## src/mpbm_pkg.sv

```systemverilog
`timescale 1ns / 1ps
// ----------------------------------------------------------------------------
// mpbm_pkg
// Shared constants and codes of the multi-pattern byte matcher.
// ----------------------------------------------------------------------------
package mpbm_pkg;

    localparam int DEF_MAX_STATES = 1024;
    localparam int DEF_ID_BITS    = 16;
    localparam int ALPHABET       = 256;
    localparam int BYTE_BITS      = 8;
    localparam int TAG_BITS       = 16;
    localparam int ACT_BITS       = 2;
    localparam int STATUS_BITS    = 2;

    typedef enum logic [ACT_BITS-1:0] {
        ACT_ADD     = 2'd0,
        ACT_COMPILE = 2'd1,
        ACT_SCAN    = 2'd2,
        ACT_REWIND  = 2'd3
    } action_t;

    typedef enum logic [STATUS_BITS-1:0] {
        ST_SCAN     = 2'd0,
        ST_COMPILED = 2'd1,
        ST_FULL     = 2'd2,
        ST_LATE_ADD = 2'd3
    } status_t;

endpackage

```

## src/mpbm_ctrl.sv

```systemverilog
`timescale 1ns / 1ps
// ----------------------------------------------------------------------------
// mpbm_ctrl
// Sequencer: clear sweep, trie insert, failure-link build and scan walk.
// ----------------------------------------------------------------------------
module mpbm_ctrl #(
    parameter int MAX_STATES = mpbm_pkg::DEF_MAX_STATES,
    parameter int ID_BITS    = mpbm_pkg::DEF_ID_BITS,
    parameter int SW         = $clog2(MAX_STATES),
    parameter int GW         = SW + mpbm_pkg::BYTE_BITS
) (
    input  logic                             clk,
    input  logic                             rst_n,
    input  logic                             start,
    output logic                             busy,
    input  logic [mpbm_pkg::ACT_BITS-1:0]    action,
    input  logic [mpbm_pkg::BYTE_BITS-1:0]   data_byte,
    input  logic                             pattern_start,
    input  logic                             pattern_end,
    input  logic [mpbm_pkg::TAG_BITS-1:0]    pattern_tag,
    input  logic                             cfg_write,
    input  logic [mpbm_pkg::TAG_BITS-1:0]    cfg_data,
    output logic                             result_valid,
    output logic [mpbm_pkg::TAG_BITS-1:0]    match_id,
    output logic [mpbm_pkg::STATUS_BITS-1:0] status,
    // goto table
    output logic                             goto_we,
    output logic [GW-1:0]                    goto_waddr,
    output logic [SW-1:0]                    goto_wdata,
    output logic [GW-1:0]                    goto_raddr,
    input  logic [SW-1:0]                    goto_rdata,
    // node record
    output logic                             node_fail_we,
    output logic                             node_id_we,
    output logic [SW-1:0]                    node_waddr,
    output logic [SW-1:0]                    node_fail_wdata,
    output logic                             node_has_wdata,
    output logic [ID_BITS-1:0]               node_id_wdata,
    output logic [SW-1:0]                    node_raddr,
    input  logic [SW-1:0]                    node_fail_rd,
    input  logic                             node_has_rd,
    input  logic [ID_BITS-1:0]               node_id_rd,
    // bfs queue
    output logic                             q_we,
    output logic [SW-1:0]                    q_waddr,
    output logic [SW-1:0]                    q_wdata,
    output logic [SW-1:0]                    q_raddr,
    input  logic [SW-1:0]                    q_rdata
);

    import mpbm_pkg::*;

    localparam int GDEPTH = MAX_STATES * ALPHABET;
    localparam logic [SW:0] MAX_CNT = (SW+1)'(MAX_STATES);

    typedef enum logic [14:0] {
        S_CLEAR    = 15'b000000000000001,
        S_IDLE     = 15'b000000000000010,
        S_ADD_EVAL = 15'b000000000000100,
        S_SC_RD    = 15'b000000000001000,
        S_SC_EVAL  = 15'b000000000010000,
        S_SC_ID    = 15'b000000000100000,
        S_CR_RD    = 15'b000000001000000,
        S_CR_EVAL  = 15'b000000010000000,
        S_CQ_RD    = 15'b000000100000000,
        S_CQ_U     = 15'b000001000000000,
        S_CQ_FU    = 15'b000010000000000,
        S_CV_RD    = 15'b000100000000000,
        S_CV_EVAL  = 15'b001000000000000,
        S_CW_RD    = 15'b010000000000000,
        S_CW_EVAL  = 15'b100000000000000
    } state_t;

    // control
    state_t          state_reg, state_next;
    logic [GW-1:0]   clr_reg, clr_next;
    logic [SW-1:0]   ip_reg, ip_next;
    logic            drop_reg, drop_next;
    logic [SW:0]     used_reg, used_next;
    logic            compiled_reg, compiled_next;
    logic [SW-1:0]   match_reg, match_next;
    logic [SW:0]     head_reg, head_next;
    logic [SW:0]     tail_reg, tail_next;
    logic [TAG_BITS-1:0] nm_reg, nm_next;
    logic            valid_reg, valid_next;
    // payload
    logic [BYTE_BITS-1:0] byte_reg, byte_next;
    logic            end_reg, end_next;
    logic [TAG_BITS-1:0] tag_reg, tag_next;
    logic [SW-1:0]   s_reg, s_next;
    logic [SW:0]     hops_reg, hops_next;
    logic [BYTE_BITS-1:0] c_reg, c_next;
    logic [SW-1:0]   u_reg, u_next;
    logic [SW-1:0]   fu_reg, fu_next;
    logic [SW-1:0]   v_reg, v_next;
    logic [TAG_BITS-1:0] oid_reg, oid_next;
    logic [STATUS_BITS-1:0] ost_reg, ost_next;

    action_t act;
    logic    stop;

    assign act  = action_t'(action);
    // failure walk ends at the root, at a state with a child, or at the hop bound
    assign stop = (s_reg == '0) || (goto_rdata != '0) || (hops_reg == MAX_CNT);

    always_comb
    begin
        logic [SW-1:0] ip_eff;
        logic          drop_eff;
        ip_eff          = ip_reg;
        drop_eff        = drop_reg;
        state_next      = state_reg;
        clr_next        = clr_reg;
        ip_next         = ip_reg;
        drop_next       = drop_reg;
        used_next       = used_reg;
        compiled_next   = compiled_reg;
        match_next      = match_reg;
        head_next       = head_reg;
        tail_next       = tail_reg;
        nm_next         = cfg_write ? cfg_data : nm_reg;
        valid_next      = 1'b0;
        byte_next       = byte_reg;
        end_next        = end_reg;
        tag_next        = tag_reg;
        s_next          = s_reg;
        hops_next       = hops_reg;
        c_next          = c_reg;
        u_next          = u_reg;
        fu_next         = fu_reg;
        v_next          = v_reg;
        oid_next        = oid_reg;
        ost_next        = ost_reg;
        goto_we         = 1'b0;
        goto_waddr      = {ip_reg, byte_reg};
        goto_wdata      = '0;
        goto_raddr      = {s_reg, byte_reg};
        node_fail_we    = 1'b0;
        node_id_we      = 1'b0;
        node_waddr      = '0;
        node_fail_wdata = '0;
        node_has_wdata  = 1'b0;
        node_id_wdata   = '0;
        node_raddr      = s_reg;
        q_we            = 1'b0;
        q_waddr         = tail_reg[SW-1:0];
        q_wdata         = v_reg;
        q_raddr         = head_reg[SW-1:0];

        case (state_reg)
            S_CLEAR:
            begin
                goto_we    = 1'b1;
                goto_waddr = clr_reg;
                if (clr_reg < GW'(MAX_STATES))
                begin
                    node_fail_we = 1'b1;
                    node_id_we   = 1'b1;
                    node_waddr   = clr_reg[SW-1:0];
                end
                if (clr_reg == GW'(GDEPTH - 1))
                begin
                    state_next = S_IDLE;
                end
                else
                begin
                    clr_next = clr_reg + GW'(1);
                end
            end
            S_IDLE:
            begin
                if (start)
                begin
                    byte_next = data_byte;
                    end_next  = pattern_end;
                    tag_next  = pattern_tag;
                    case (act)
                        ACT_ADD:
                        begin
                            if (compiled_reg)
                            begin
                                valid_next = 1'b1;
                                oid_next   = '0;
                                ost_next   = ST_LATE_ADD;
                            end
                            else
                            begin
                                ip_eff    = pattern_start ? '0 : ip_reg;
                                drop_eff  = pattern_start ? 1'b0 : drop_reg;
                                ip_next   = ip_eff;
                                drop_next = drop_eff;
                                if (drop_eff)
                                begin
                                    valid_next = 1'b1;
                                    oid_next   = '0;
                                    ost_next   = ST_FULL;
                                end
                                else
                                begin
                                    goto_raddr = {ip_eff, data_byte};
                                    state_next = S_ADD_EVAL;
                                end
                            end
                        end
                        ACT_COMPILE:
                        begin
                            node_fail_we = 1'b1;
                            node_waddr   = '0;
                            c_next       = '0;
                            head_next    = '0;
                            tail_next    = '0;
                            state_next   = S_CR_RD;
                        end
                        ACT_SCAN:
                        begin
                            s_next     = match_reg;
                            hops_next  = '0;
                            state_next = S_SC_RD;
                        end
                        ACT_REWIND:
                        begin
                            match_next = '0;
                        end
                        default:
                        begin
                        end
                    endcase
                end
            end
            S_ADD_EVAL:
            begin
                state_next = S_IDLE;
                if ((goto_rdata == '0) && (used_reg >= MAX_CNT))
                begin
                    drop_next  = 1'b1;
                    valid_next = 1'b1;
                    oid_next   = '0;
                    ost_next   = ST_FULL;
                end
                else
                begin
                    if (goto_rdata == '0)
                    begin
                        goto_we    = 1'b1;
                        goto_wdata = used_reg[SW-1:0];
                        used_next  = used_reg + (SW+1)'(1);
                        ip_next    = used_reg[SW-1:0];
                    end
                    else
                    begin
                        ip_next = goto_rdata;
                    end
                    if (end_reg)
                    begin
                        node_id_we     = 1'b1;
                        node_waddr     = ip_next;
                        node_has_wdata = 1'b1;
                        node_id_wdata  = ID_BITS'(tag_reg);
                    end
                end
            end
            S_SC_RD:
            begin
                state_next = S_SC_EVAL;
            end
            S_SC_EVAL:
            begin
                if (stop)
                begin
                    match_next = (goto_rdata != '0) ? goto_rdata : s_reg;
                    node_raddr = match_next;
                    state_next = S_SC_ID;
                end
                else
                begin
                    s_next     = node_fail_rd;
                    hops_next  = hops_reg + (SW+1)'(1);
                    state_next = S_SC_RD;
                end
            end
            S_SC_ID:
            begin
                valid_next = 1'b1;
                oid_next   = node_has_rd ? TAG_BITS'(node_id_rd) : nm_reg;
                ost_next   = ST_SCAN;
                state_next = S_IDLE;
            end
            S_CR_RD:
            begin
                goto_raddr = {SW'(0), c_reg};
                state_next = S_CR_EVAL;
            end
            S_CR_EVAL:
            begin
                if ((goto_rdata != '0) && (tail_reg < MAX_CNT))
                begin
                    node_fail_we = 1'b1;
                    node_waddr   = goto_rdata;
                    q_we         = 1'b1;
                    q_wdata      = goto_rdata;
                    tail_next    = tail_reg + (SW+1)'(1);
                end
                c_next     = c_reg + BYTE_BITS'(1);
                state_next = (c_reg == '1) ? S_CQ_RD : S_CR_RD;
            end
            S_CQ_RD:
            begin
                if (head_reg < tail_reg)
                begin
                    head_next  = head_reg + (SW+1)'(1);
                    state_next = S_CQ_U;
                end
                else
                begin
                    compiled_next = 1'b1;
                    valid_next    = 1'b1;
                    oid_next      = '0;
                    ost_next      = ST_COMPILED;
                    state_next    = S_IDLE;
                end
            end
            S_CQ_U:
            begin
                u_next     = q_rdata;
                node_raddr = q_rdata;
                state_next = S_CQ_FU;
            end
            S_CQ_FU:
            begin
                fu_next    = node_fail_rd;
                c_next     = '0;
                state_next = S_CV_RD;
            end
            S_CV_RD:
            begin
                goto_raddr = {u_reg, c_reg};
                state_next = S_CV_EVAL;
            end
            S_CV_EVAL:
            begin
                if (goto_rdata == '0)
                begin
                    c_next     = c_reg + BYTE_BITS'(1);
                    state_next = (c_reg == '1) ? S_CQ_RD : S_CV_RD;
                end
                else
                begin
                    v_next     = goto_rdata;
                    s_next     = fu_reg;
                    hops_next  = '0;
                    state_next = S_CW_RD;
                end
            end
            S_CW_RD:
            begin
                goto_raddr = {s_reg, c_reg};
                state_next = S_CW_EVAL;
            end
            S_CW_EVAL:
            begin
                if (stop)
                begin
                    node_fail_we    = 1'b1;
                    node_waddr      = v_reg;
                    node_fail_wdata = goto_rdata;
                    if (tail_reg < MAX_CNT)
                    begin
                        q_we      = 1'b1;
                        tail_next = tail_reg + (SW+1)'(1);
                    end
                    c_next     = c_reg + BYTE_BITS'(1);
                    state_next = (c_reg == '1) ? S_CQ_RD : S_CV_RD;
                end
                else
                begin
                    s_next     = node_fail_rd;
                    hops_next  = hops_reg + (SW+1)'(1);
                    state_next = S_CW_RD;
                end
            end
            default:
            begin
                state_next = S_IDLE;
            end
        endcase
    end

    always_ff @(posedge clk or negedge rst_n)
    begin
        if (!rst_n)
        begin
            state_reg    <= S_CLEAR;
            clr_reg      <= '0;
            ip_reg       <= '0;
            drop_reg     <= 1'b0;
            used_reg     <= (SW+1)'(1);
            compiled_reg <= 1'b0;
            match_reg    <= '0;
            head_reg     <= '0;
            tail_reg     <= '0;
            nm_reg       <= '0;
            valid_reg    <= 1'b0;
        end
        else
        begin
            state_reg    <= state_next;
            clr_reg      <= clr_next;
            ip_reg       <= ip_next;
            drop_reg     <= drop_next;
            used_reg     <= used_next;
            compiled_reg <= compiled_next;
            match_reg    <= match_next;
            head_reg     <= head_next;
            tail_reg     <= tail_next;
            nm_reg       <= nm_next;
            valid_reg    <= valid_next;
        end
    end

    always_ff @(posedge clk)
    begin
        byte_reg <= byte_next;
        end_reg  <= end_next;
        tag_reg  <= tag_next;
        s_reg    <= s_next;
        hops_reg <= hops_next;
        c_reg    <= c_next;
        u_reg    <= u_next;
        fu_reg   <= fu_next;
        v_reg    <= v_next;
        oid_reg  <= oid_next;
        ost_reg  <= ost_next;
    end

    assign busy         = (state_reg != S_IDLE);
    assign result_valid = valid_reg;
    assign match_id     = oid_reg;
    assign status       = ost_reg;

    a_result_idle: assert property (@(posedge clk) disable iff (!rst_n)
        valid_reg |-> (state_reg == S_IDLE))
        else $error("result beat while sequencer busy");

    a_used_range: assert property (@(posedge clk) disable iff (!rst_n)
        (used_reg >= (SW+1)'(1)) && (used_reg <= MAX_CNT))
        else $error("state counter out of range");

    a_queue_order: assert property (@(posedge clk) disable iff (!rst_n)
        (head_reg <= tail_reg) && (tail_reg <= MAX_CNT))
        else $error("bfs queue pointers inconsistent");

    a_clear_exit: assert property (@(posedge clk) disable iff (!rst_n)
        ($past(state_reg) == S_CLEAR) && (state_reg != S_CLEAR)
        |-> ($past(clr_reg) == GW'(GDEPTH - 1)))
        else $error("clear sweep ended early");

endmodule

```

## config.mk

```make
export PLATFORM = sky130hd
export DESIGN_NAME = mpbm_ctrl
export DESIGN_NICKNAME = d
export VERILOG_FILES = /design/src/mpbm_pkg.sv /design/src/mpbm_ctrl.sv
export SDC_FILE = /design/constraint.sdc
export NUM_CORES = 1
export LEC_CHECK = 0
export BUFFER_PORTS_ARGS = -buffer_cell sky130_fd_sc_hd__buf_4
export CAP_MARGIN = 15
export CORE_UTILIZATION = 55
export DETAILED_ROUTE_END_ITERATION = 12
export GPL_TIMING_DRIVEN = 0
export PLACE_DENSITY = 0.82
export SETUP_SLACK_MARGIN = 0.3
export SLEW_MARGIN = 15
export SYNTH_ARGS = -nofsm -noshare
export SYNTH_HDL_FRONTEND = slang
export SYNTH_SLANG_ARGS = --single-unit
```

## constraint.sdc

```tcl
create_clock -name clk -period 6.35 [get_ports clk]
set_input_delay 0.635 -clock clk [delete_from_list [all_inputs] [get_ports clk]]
set_output_delay 0.635 -clock clk [all_outputs]
set_load 0.02 [all_outputs]
```

==> results of run 1 <==
-- cells in the final DEF, fill, tap and decap left out, types with 39 or more instances in the layout --
master,n
buf_4,257
nand2_1,122
dfrtp_1,103
edfxtp_1,102
nor2_1,63
o21ai_0,52
nand3_1,51
clkbuf_1,50
a21oi_1,44
a22oi_1,39
-- routing by layer --
layer  global-route usage  vias to the layer above  share of wire
met1                0.408                     4611           0.39
met2                0.525                      550           0.48
met4                0.131                        0          0.038
met5                    0                        -              0
li1                     -                     4297              -
met3               0.0476                       89          0.086
-- power groups by stage --
stage | registers [mW] | clock network, mW | logic, mW
6_report | 1.71 | 1.30 | 1.08
5_1_grt | 1.73 | 1.37 | 1.15
3_5_place_dp | 1.73 | 0 | 1.07
4_1_cts | 1.71 | 1.31 | 1.07
3_3_place_gp | 1.73 | 0 | 1.04
2_1_floorplan | 1.69 | 0 | 0.653
-- worst register-to-register path: cells and delay by family, from the launching register on --
kind,cells,cell delay [ns]
AOI/OAI and AO/OA,1,0.22
buffers and inverters,3,1.02
DFF,1,0.36
and+or+nand+nor,5,2.17
-- Yosys cell counts (9+ instances only) --
library cell	instances	share of area
nand2_1	122	0.043
nand2b_1	9	0.0052
or4_1	11	0.0077
xor2_1	15	0.012
nand4_1	10	0.0058
clkbuf_1	46	0.016
ha_1	23	0.027
buf_4	20	0.014
mux2i_1	18	0.017
nor2_1	63	0.022
nor4_1	15	0.0087
and3_1	33	0.019
inv_1	33	0.012
nor3_1	23	0.011
a21oi_1	44	0.020
dfrtp_1	103	0.24
nand3_1	51	0.024
or3_1	14	0.0081
o21ai_0	52	0.024
edfxtp_1	102	0.28
a22oi_1	39	0.027
mux2_2	29	0.030
o2bb2ai_1	11	0.0090
xnor2_1	28	0.023
and2_1	27	0.016
-- area by class of cell --
class / instances / share of cell area
Sequential cell: 207 / 0.418
Multi-Input combinational cell: 723 / 0.338
Timing Repair Buffer: 239 / 0.132
Clock buffer: 29 / 0.0446
Buffer: 69 / 0.0253
Tap cell: 260 / 0.0239
Inverter: 34 / 0.00937
Clock inverter: 12 / 0.00854
-- metrics by stage --
stage	util	hold WS (ns)	total power, mW	cells
floorplan	-	0.339	2.34	1033
global placement	0.679	0.471	2.77	1531
detailed placement	0.680	0.474	2.80	1532
CTS	0.718	0.280	4.10	1573
global route	0.718	0.285	4.25	1573
finish	0.718	0.254	4.10	1573
-- logic make-up after synthesis --
| group | share of synthesized area |
|---|---|
| XOR/XNOR | 0.0350 |
| flip-flops | 0.529 |
| adder cells (fa/ha/maj) | 0.0268 |
| AO/OA/AOI/OAI | 0.120 |
| AND/OR/NAND/NOR | 0.198 |
| buffers and inverters | 0.0437 |
| multiplexers | 0.0471 |
-- final timing paths --
check | to | from | slack, ns | cells past startpoint
max | goto_raddr[17] | state_reg[9] | 1.23 | 9
min | head_reg[3] | rst_n | 0.25 | 1
max reg2reg | match_id[11] | state_reg[9] | 2.29 | 9
min reg2reg | match_reg[0] | match_reg[0] | 0.49 | 1
max in group asynchronous | clr_reg[1] | rst_n | 5.41 | 1
min in group clk | tag_reg[5] | pattern_tag[5] | 0.29 | 1
==> qor.yml, run 1 <==
logic_synthesis:
  syn-instance-count: 1033
  synth_edf_count: 102
  synth_cell_types: 63
  async_flop_share: 0.507
  synth_ff_type: "dfrtp_1"
  synth_area_mm2: 0.0108
  ys_ff_latch: 207
  yosysWarningCount: 0
  synth-seq-area-share: 0.529
  syn_area_per_cell_um2: 10.4
  syn_nets: 1151
sta:
  fmax_mhz: 195
  fin_setup_tns_ns: 0
  maxSlewHeadroom: 0.275
  final_max_slew_viol_count: 0
  fin_crit_ns: 5.12
  rsz0062_at_grt: "no"
  min_period_over_period: 0.807
  clock_skew_ns: 0.00958
  hold_viol: 0
  worst_pin_slew_ns: 1.08
  worst_slack_ns: 1.23
  setup_viol: 0
worst_setup_path:
  crit_chain: "clkbuf_1 > nor4_1 > nand3_1 > nor2_1 > clkinv_1 > nor3_1 > a22oi_1 > nand2_1 > buf_4"
  crit_required_ns: 5.71
  cp-start-kind: "flip-flop"
  crit_buf_inv: 3
  cp_top_family: "simple AND/OR/NAND/NOR gates"
  cp.arrival_ns: 4.49
  end_kind: "output port"
  crit_path_top_delay_cell: "nor3_1"
  crit_type: "flip-flop to output port"
  max_stage_delay_ns: 0.74
  cp_max_fo: 9
cts:
  postCtsSetupBuffers: 0
  clk_latency_ns: 0.51
  cts_tree: "yes"
  hold_buffers: 0
  cts_num_sinks: 207
  clkTransAtPathRegs_ns: 0.06
  clockBufferDepth: 3
  cts_root_buffer: "clkbuf_16"
  h-tree-depth: 1
  ctsResizeCount: 0
  cts_buffers: 23
layout:
  multi_input_area_mm2: 0.00460
  largest_reg_flops: 18
  n_fill_cell: 1410
  ff_latch_area_mm2: 0.00569
  drive_gt1_frac: 0.259
  final_nets: 1415
  antenna_cells: 0
  post-route-cell-area_mm2: 0.0136
  area_growth_pct: 26.6
place:
  portBuffers: 238
  gp_congestion: 0.964
  dp_slack_ns: 1.89
  placed_area_mm2: 0.0129
  dp_hpwl_um: 22700
floorplan:
  dieArea_mm2: 0.0201
  pin_count: 242
  start_util: 0.567
  fp.dieW_um: 142
  row_count: 50
  core_mm2: 0.0190
  die_y_um: 142
outcome:
  status: "finished, final reports clean"
hold_path:
  hold_class: "input port to async pin"
global_routing:
  grt_pass1_vias: 9165
  grt_max_degree: 106
  grt_pass1_wl_um: 48800
  gr-total-overflow: 0
  antenna_found_initial: 0
  grt_usage: 0.313
drt:
  totalWireLength_um: 31500
  via_per_inst: 6.07
  drcViolationCount: 0
  drtPass1Iterations: 5
  drtIter0Drc: 687
  wl_per_cell_um: 20.0
  num_vias: 9547
  ant_nets: 0
power:
  powerDensity_mw_per_mm2: 301
  ir_drop_mv: 0.217
  internal_power_mw: 2.78
  power_frac_comb: 0.264
  power.switching_mw: 1.32
  pwr-share-seq: 0.418
  swShare: 0.322
  power_leakage_nw: 6.06
  p_clk_frac: 0.318
flow_run:
  drv_cap: 0
No activity file was read; power rests on OpenSTA's default activity.
==> run 2: changes to the inputs <==
Clock period 6.35 ns to 5 ns, I/O delays scaled along.
==> qor.yml, run 2 (synthesis gave the netlist of run 1 again) <==
global_routing:
  grt_pass1_vias: 9172  # +0.076%
  grt_max_degree: 106  # unchanged
  grt_usage: 0.313  # unchanged
  antenna_found_initial: 0  # unchanged
  grt_pass1_wl_um: 48800  # about the same
  gr-total-overflow: 0  # unchanged
layout:
  final_nets: 1415  # unchanged
  largest_reg_flops: 18  # unchanged
  ff_latch_area_mm2: 0.00569  # unchanged
  n_fill_cell: 1410  # unchanged
  multi_input_area_mm2: 0.00462  # +0.46%
  drive_gt1_frac: 0.264  # +0.00533
  final_cell_mix: "buf_4 (257), nand2_1 (122), dfrtp_1 (103)"
  antenna_cells: 0  # unchanged
  area_growth_pct: 26.9
  final_common_cell: "buf_4"
hold_path:
  hold_class: "input port to async pin"
floorplan:
  pin_count: 242  # unchanged
  fp.dieW_um: 142  # unchanged
  start_util: 0.567  # unchanged
  row_count: 50  # unchanged
  dieArea_mm2: 0.0201  # unchanged
  core_mm2: 0.0190  # unchanged
  die_y_um: 142  # unchanged
drt:
  totalWireLength_um: 31600  # +0.28%
  via_per_inst: 6.06  # -0.21%
  wl_per_cell_um: 20.1  # +0.28%
  drt-met1-wl_um: 12300  # -1.2%
  num_vias: 9527  # -0.21%
  drtIter0Drc: 734  # +6.8%
  ant_nets: 0  # unchanged
  dr_wl_met2_um: 15200  # +0.21%
  dr_wl_met3_um: 2850  # +5.6%
  drtPass1Iterations: 5  # unchanged
  top_layer_used: "met4"
  drcViolationCount: 0  # unchanged
power:
  power_leakage_nw: 6.05  # about the same
  power_mw: 5.22  # +27%
  powerDensity_mw_per_mm2: 383  # +27%
  ir_drop_mv: 0.275  # +26%
worst_setup_path:
  crit_required_ns: 4.50  # -1.21 ns
  cp-start-kind: "flip-flop"
  crit_chain: "clkbuf_1 > nor4_1 > nand3_1 > nor2_2 > clkinvlp_4 > nor3_2 > a22oi_1 > nand2_1 > buf_4"
  crit_type: "flip-flop to output port"
  max_stage_delay_ns: 0.60  # -0.14 ns
  crit_buf_inv: 3  # unchanged
  cp_max_fo: 9  # unchanged
  crit_path_top_delay_cell: "nor4_1"
  cp_top_family: "simple AND/OR/NAND/NOR gates"
  cp.arrival_ns: 4.07  # -0.42 ns
  end_kind: "output port"
cts:
  clockBufferDepth: 3  # unchanged
  cts_root_buffer: "clkbuf_16"
  cts_num_sinks: 207  # unchanged
  cts_tree: "yes"
  h-tree-depth: 1  # unchanged
  cts_buffers: 23  # unchanged
  postCtsSetupBuffers: 0  # unchanged
  clkTransAtPathRegs_ns: 0.06  # about the same
  clk_latency_ns: 0.51  # about the same
place:
  portBuffers: 238  # unchanged
  gp_congestion: 0.964  # unchanged
  dp_slack_ns: 0.674  # -1.21 ns
  dp_hpwl_um: 22700  # unchanged
sta:
  maxSlewHeadroom: 0.265  # -0.0107
  rsz0062_at_grt: "no"
  setup_viol: 0  # unchanged
  worst_pin_slew_ns: 1.09  # +0.0159 ns
  clock_skew_ns: 0.00775  # -0.00183 ns
  min_period_over_period: 0.914
  final_max_slew_viol_count: 0  # unchanged
  fmax_mhz: 219
  fin_setup_tns_ns: 0  # unchanged
  fin_crit_ns: 4.57
  worst_hold_slack_ns: 0.126  # -0.128 ns
  hold_viol: 0  # unchanged
  worst_slack_ns: 0.430  # -0.799 ns
flow_run:
  drv_cap: 0  # unchanged
outcome:
  status: "finished, final reports clean"
run 2: cell type report:
cell class | count | area share
repair buffers | 239 | 0.132
clock buffers | 29 | 0.0446
well taps | 260 | 0.0238
flip-flops and latches | 207 | 0.417
plain buffers | 69 | 0.0252
clock inverters | 12 | 0.00853
inverters | 34 | 0.00963
multi-input cells | 723 | 0.339
run 2: repair_timing:
action                     CTS  global route
gates resized for setup      2             5
gates cloned                 0             0
hold buffers                 0             0
setup endpoints to repair    8            26
run 2: final timing paths:
check / startpoint / to / slack [ns] / cells past startpoint
worst max-delay path: state_reg[9] / goto_raddr[17] / 0.43 / 9
worst min-delay path: rst_n / nm_reg[6] / 0.13 / 1
worst max register to register: state_reg[9] / match_id[11] / 0.97 / 9
worst min register to register: match_reg[1] / match_reg[1] / 0.49 / 1
max in group asynchronous: rst_n / clr_reg[1] / 4.20 / 1
min in group clk: pattern_tag[5] / tag_reg[5] / 0.16 / 1
run 2: through the flow:
step	util	instance area (um^2)	instances
global placement	0.679	12900	1531
floorplan	-	10800	1033
detailed placement	0.680	12900	1532
CTS	0.719	13600	1573
global route	0.720	13600	1573
finish	0.720	13600	1573
run 2: layer usage:
layer	vias up	global-route usage
met5	-	0
met4	0	0.132
met3	89	0.0469
met2	561	0.525
met1	4587	0.408
li1	4290	-
run 2: power breakdown:
part	internal, mW	total, mW	switching, mW
combinational	0.560	1.39	0.828
clock	0.966	1.65	0.688
sequential	2.01	2.18	0.169
==> run 3: changes to the inputs <==
Settings changed: CTS_BUF_LIST set to sky130_fd_sc_hd__clkbuf_4 sky130_fd_sc_hd__clkbuf_8, HOLD_SLACK_MARGIN set to 0.05, TNS_END_PERCENT set to 100.
==> qor.yml, run 3 (synthesis gave the netlist of run 1 again) <==
floorplan:
  fp.dieW_um: 142  # unchanged
  start_util: 0.567  # unchanged
  die_y_um: 142  # unchanged
  core_mm2: 0.0190  # unchanged
  pin_count: 242  # unchanged
  dieArea_mm2: 0.0201  # unchanged
  row_count: 50  # unchanged
place:
  gp_congestion: 0.964  # unchanged
  placed_area_mm2: 0.0129  # unchanged
  portBuffers: 238  # unchanged
  dp_hpwl_um: 22700  # unchanged
worst_setup_path:
  end_kind: "output port"
  max_stage_delay_ns: 0.64  # +0.04 ns
  cp.arrival_ns: 3.97  # -0.10 ns
  crit_type: "flip-flop to output port"
  cp_max_fo: 9  # unchanged
  cp-start-kind: "flip-flop"
  r2r_slack_ns: 1.08  # +0.11 ns
  cp_top_family: "simple AND/OR/NAND/NOR gates"
  crit_buf_inv: 3  # unchanged
  crit_required_ns: 4.50  # about the same
  crit_path_top_delay_cell: "nor3_1"
  crit_chain: "clkbuf_1 > nor4_1 > nand3_1 > or2_2 > nor3_1 > a21oi_1 > inv_1 > buf_4"
global_routing:
  grt_usage: 0.316  # +0.00291
  grt_max_degree: 106  # unchanged
  gr-total-overflow: 0  # unchanged
  grt_pass1_wl_um: 49200  # +0.86%
  antenna_found_initial: 0  # unchanged
  grt_pass1_vias: 9284  # +1.2%
layout:
  final_common_cell: "buf_4"
  antenna_cells: 0  # unchanged
  final_util: 0.721  # +0.00112
  final_cell_mix: "buf_4 (257), nand2_1 (122), dfrtp_1 (103)"
  final_nets: 1428  # +0.92%
  drive_gt1_frac: 0.279  # +0.0145
  n_fill_cell: 1421  # +0.78%
  post-route-cell-area_mm2: 0.0137  # +0.16%
  largest_reg_flops: 18  # unchanged
  area_growth_pct: 27.1
sta:
  fmax_mhz: 224  # +2.3%
  rsz0062_at_grt: "no"
  fin_crit_ns: 4.47  # -0.104 ns
  maxSlewHeadroom: 0.271  # +0.00662
  fin_setup_tns_ns: 0  # unchanged
  final_max_slew_viol_count: 0  # unchanged
  min_period_over_period: 0.893  # -0.0207
  setup_viol: 0  # unchanged
  hold_viol: 0  # unchanged
  worst_pin_slew_ns: 1.09  # +0.000156 ns
  clock_skew_ns: 0.0265  # +0.0187 ns
drt:
  ant_nets: 0  # unchanged
  drtPass1Iterations: 5  # unchanged
  totalWireLength_um: 31700  # +0.37%
  num_vias: 9625  # +1.0%
  wl_per_cell_um: 19.8  # -1.2%
  drcViolationCount: 0  # unchanged
  via_per_inst: 6.02  # -0.55%
  drtIter0Drc: 869  # +18%
cts:
  clk_latency_ns: 0.54  # +0.03 ns
  cts_tree: "yes"
  cts_num_sinks: 207  # unchanged
  cts_buffers: 36  # +57%
  cts_root_buffer: "clkbuf_8"
  postCtsSetupBuffers: 0  # unchanged
  ctsResizeCount: 2  # unchanged
  hold_buffers: 0  # unchanged
  h-tree-depth: 2  # +1
  clkTransAtPathRegs_ns: 0.06  # about the same
  clockBufferDepth: 3  # unchanged
hold_path:
  hold_class: "input port to async pin"
flow_run:
  drv_cap: 0  # unchanged
power:
  ir_drop_mv: 0.264  # -3.8%
  powerDensity_mw_per_mm2: 377  # -1.5%
  power_leakage_nw: 6.10  # +0.73%
outcome:
  status: "finished, final reports clean"
[run 3: per-stage QoR]
stage               worst slack (ns)  std cells  total power, mW  hold slack, ns
floorplan                       1.21       1033             2.97           0.204
global placement             -0.0312       1531             3.52           0.471
detailed placement             0.674       1532             3.56           0.474
CTS                            0.301       1598             5.13           0.126
global route                   0.307       1598             5.37           0.124
finish                         0.533       1598             5.15           0.115
[run 3: layout make-up]
cell class              count  area, um^2  area share
flip-flops and latches    207        5690       0.417
multi-input cells         723        4630       0.339
repair buffers            239        1800       0.132
clock buffers              56         689      0.0504
plain buffers              69         344      0.0252
well taps                 260         325      0.0238
inverters                  34         131     0.00961
clock inverters            10        46.3     0.00339
[run 3: per-layer routing]
layer / vias to the layer above / track usage / routed length [um]
met1: 4615 / 0.401 / 12200
li1: 4330 / - / -
met4: 0 / 0.136 / 1340
met3: 102 / 0.0675 / 2960
met5: - / 0 / 0
met2: 578 / 0.526 / 15200
[run 3: worst paths after layout]
path / from / to / cells after the start
worst max-delay path: state_reg[9] / q_we / 8
worst min-delay path: rst_n / tail_reg[0] / 1
worst max register to register: state_reg[9] / match_id[3] / 9
worst min register to register: match_reg[7] / match_reg[7] / 1
max in group asynchronous: rst_n / state_reg[14] / 1
min in group clk: pattern_tag[0] / tag_reg[0] / 1
[run 3: worst register-to-register path: stages, from the launching register on]
cell and delay, ns:
dfrtp_1 0.35, clkbuf_1 0.19, nor4_1 0.56, nand3_1 0.51, nor2_4 0.43, and2_0 0.19
clkbuf_2 0.62, nand3_1 0.33, o2111ai_2 0.22, buf_6 0.23
[run 3: power breakdown]
group / internal (mW) / leakage, nW / switching [mW] / total, mW
Clock: 0.879 / 0.395 / 0.699 / 1.58
Combinational: 0.562 / 3.36 / 0.833 / 1.40
Sequential: 2.01 / 2.34 / 0.167 / 2.18
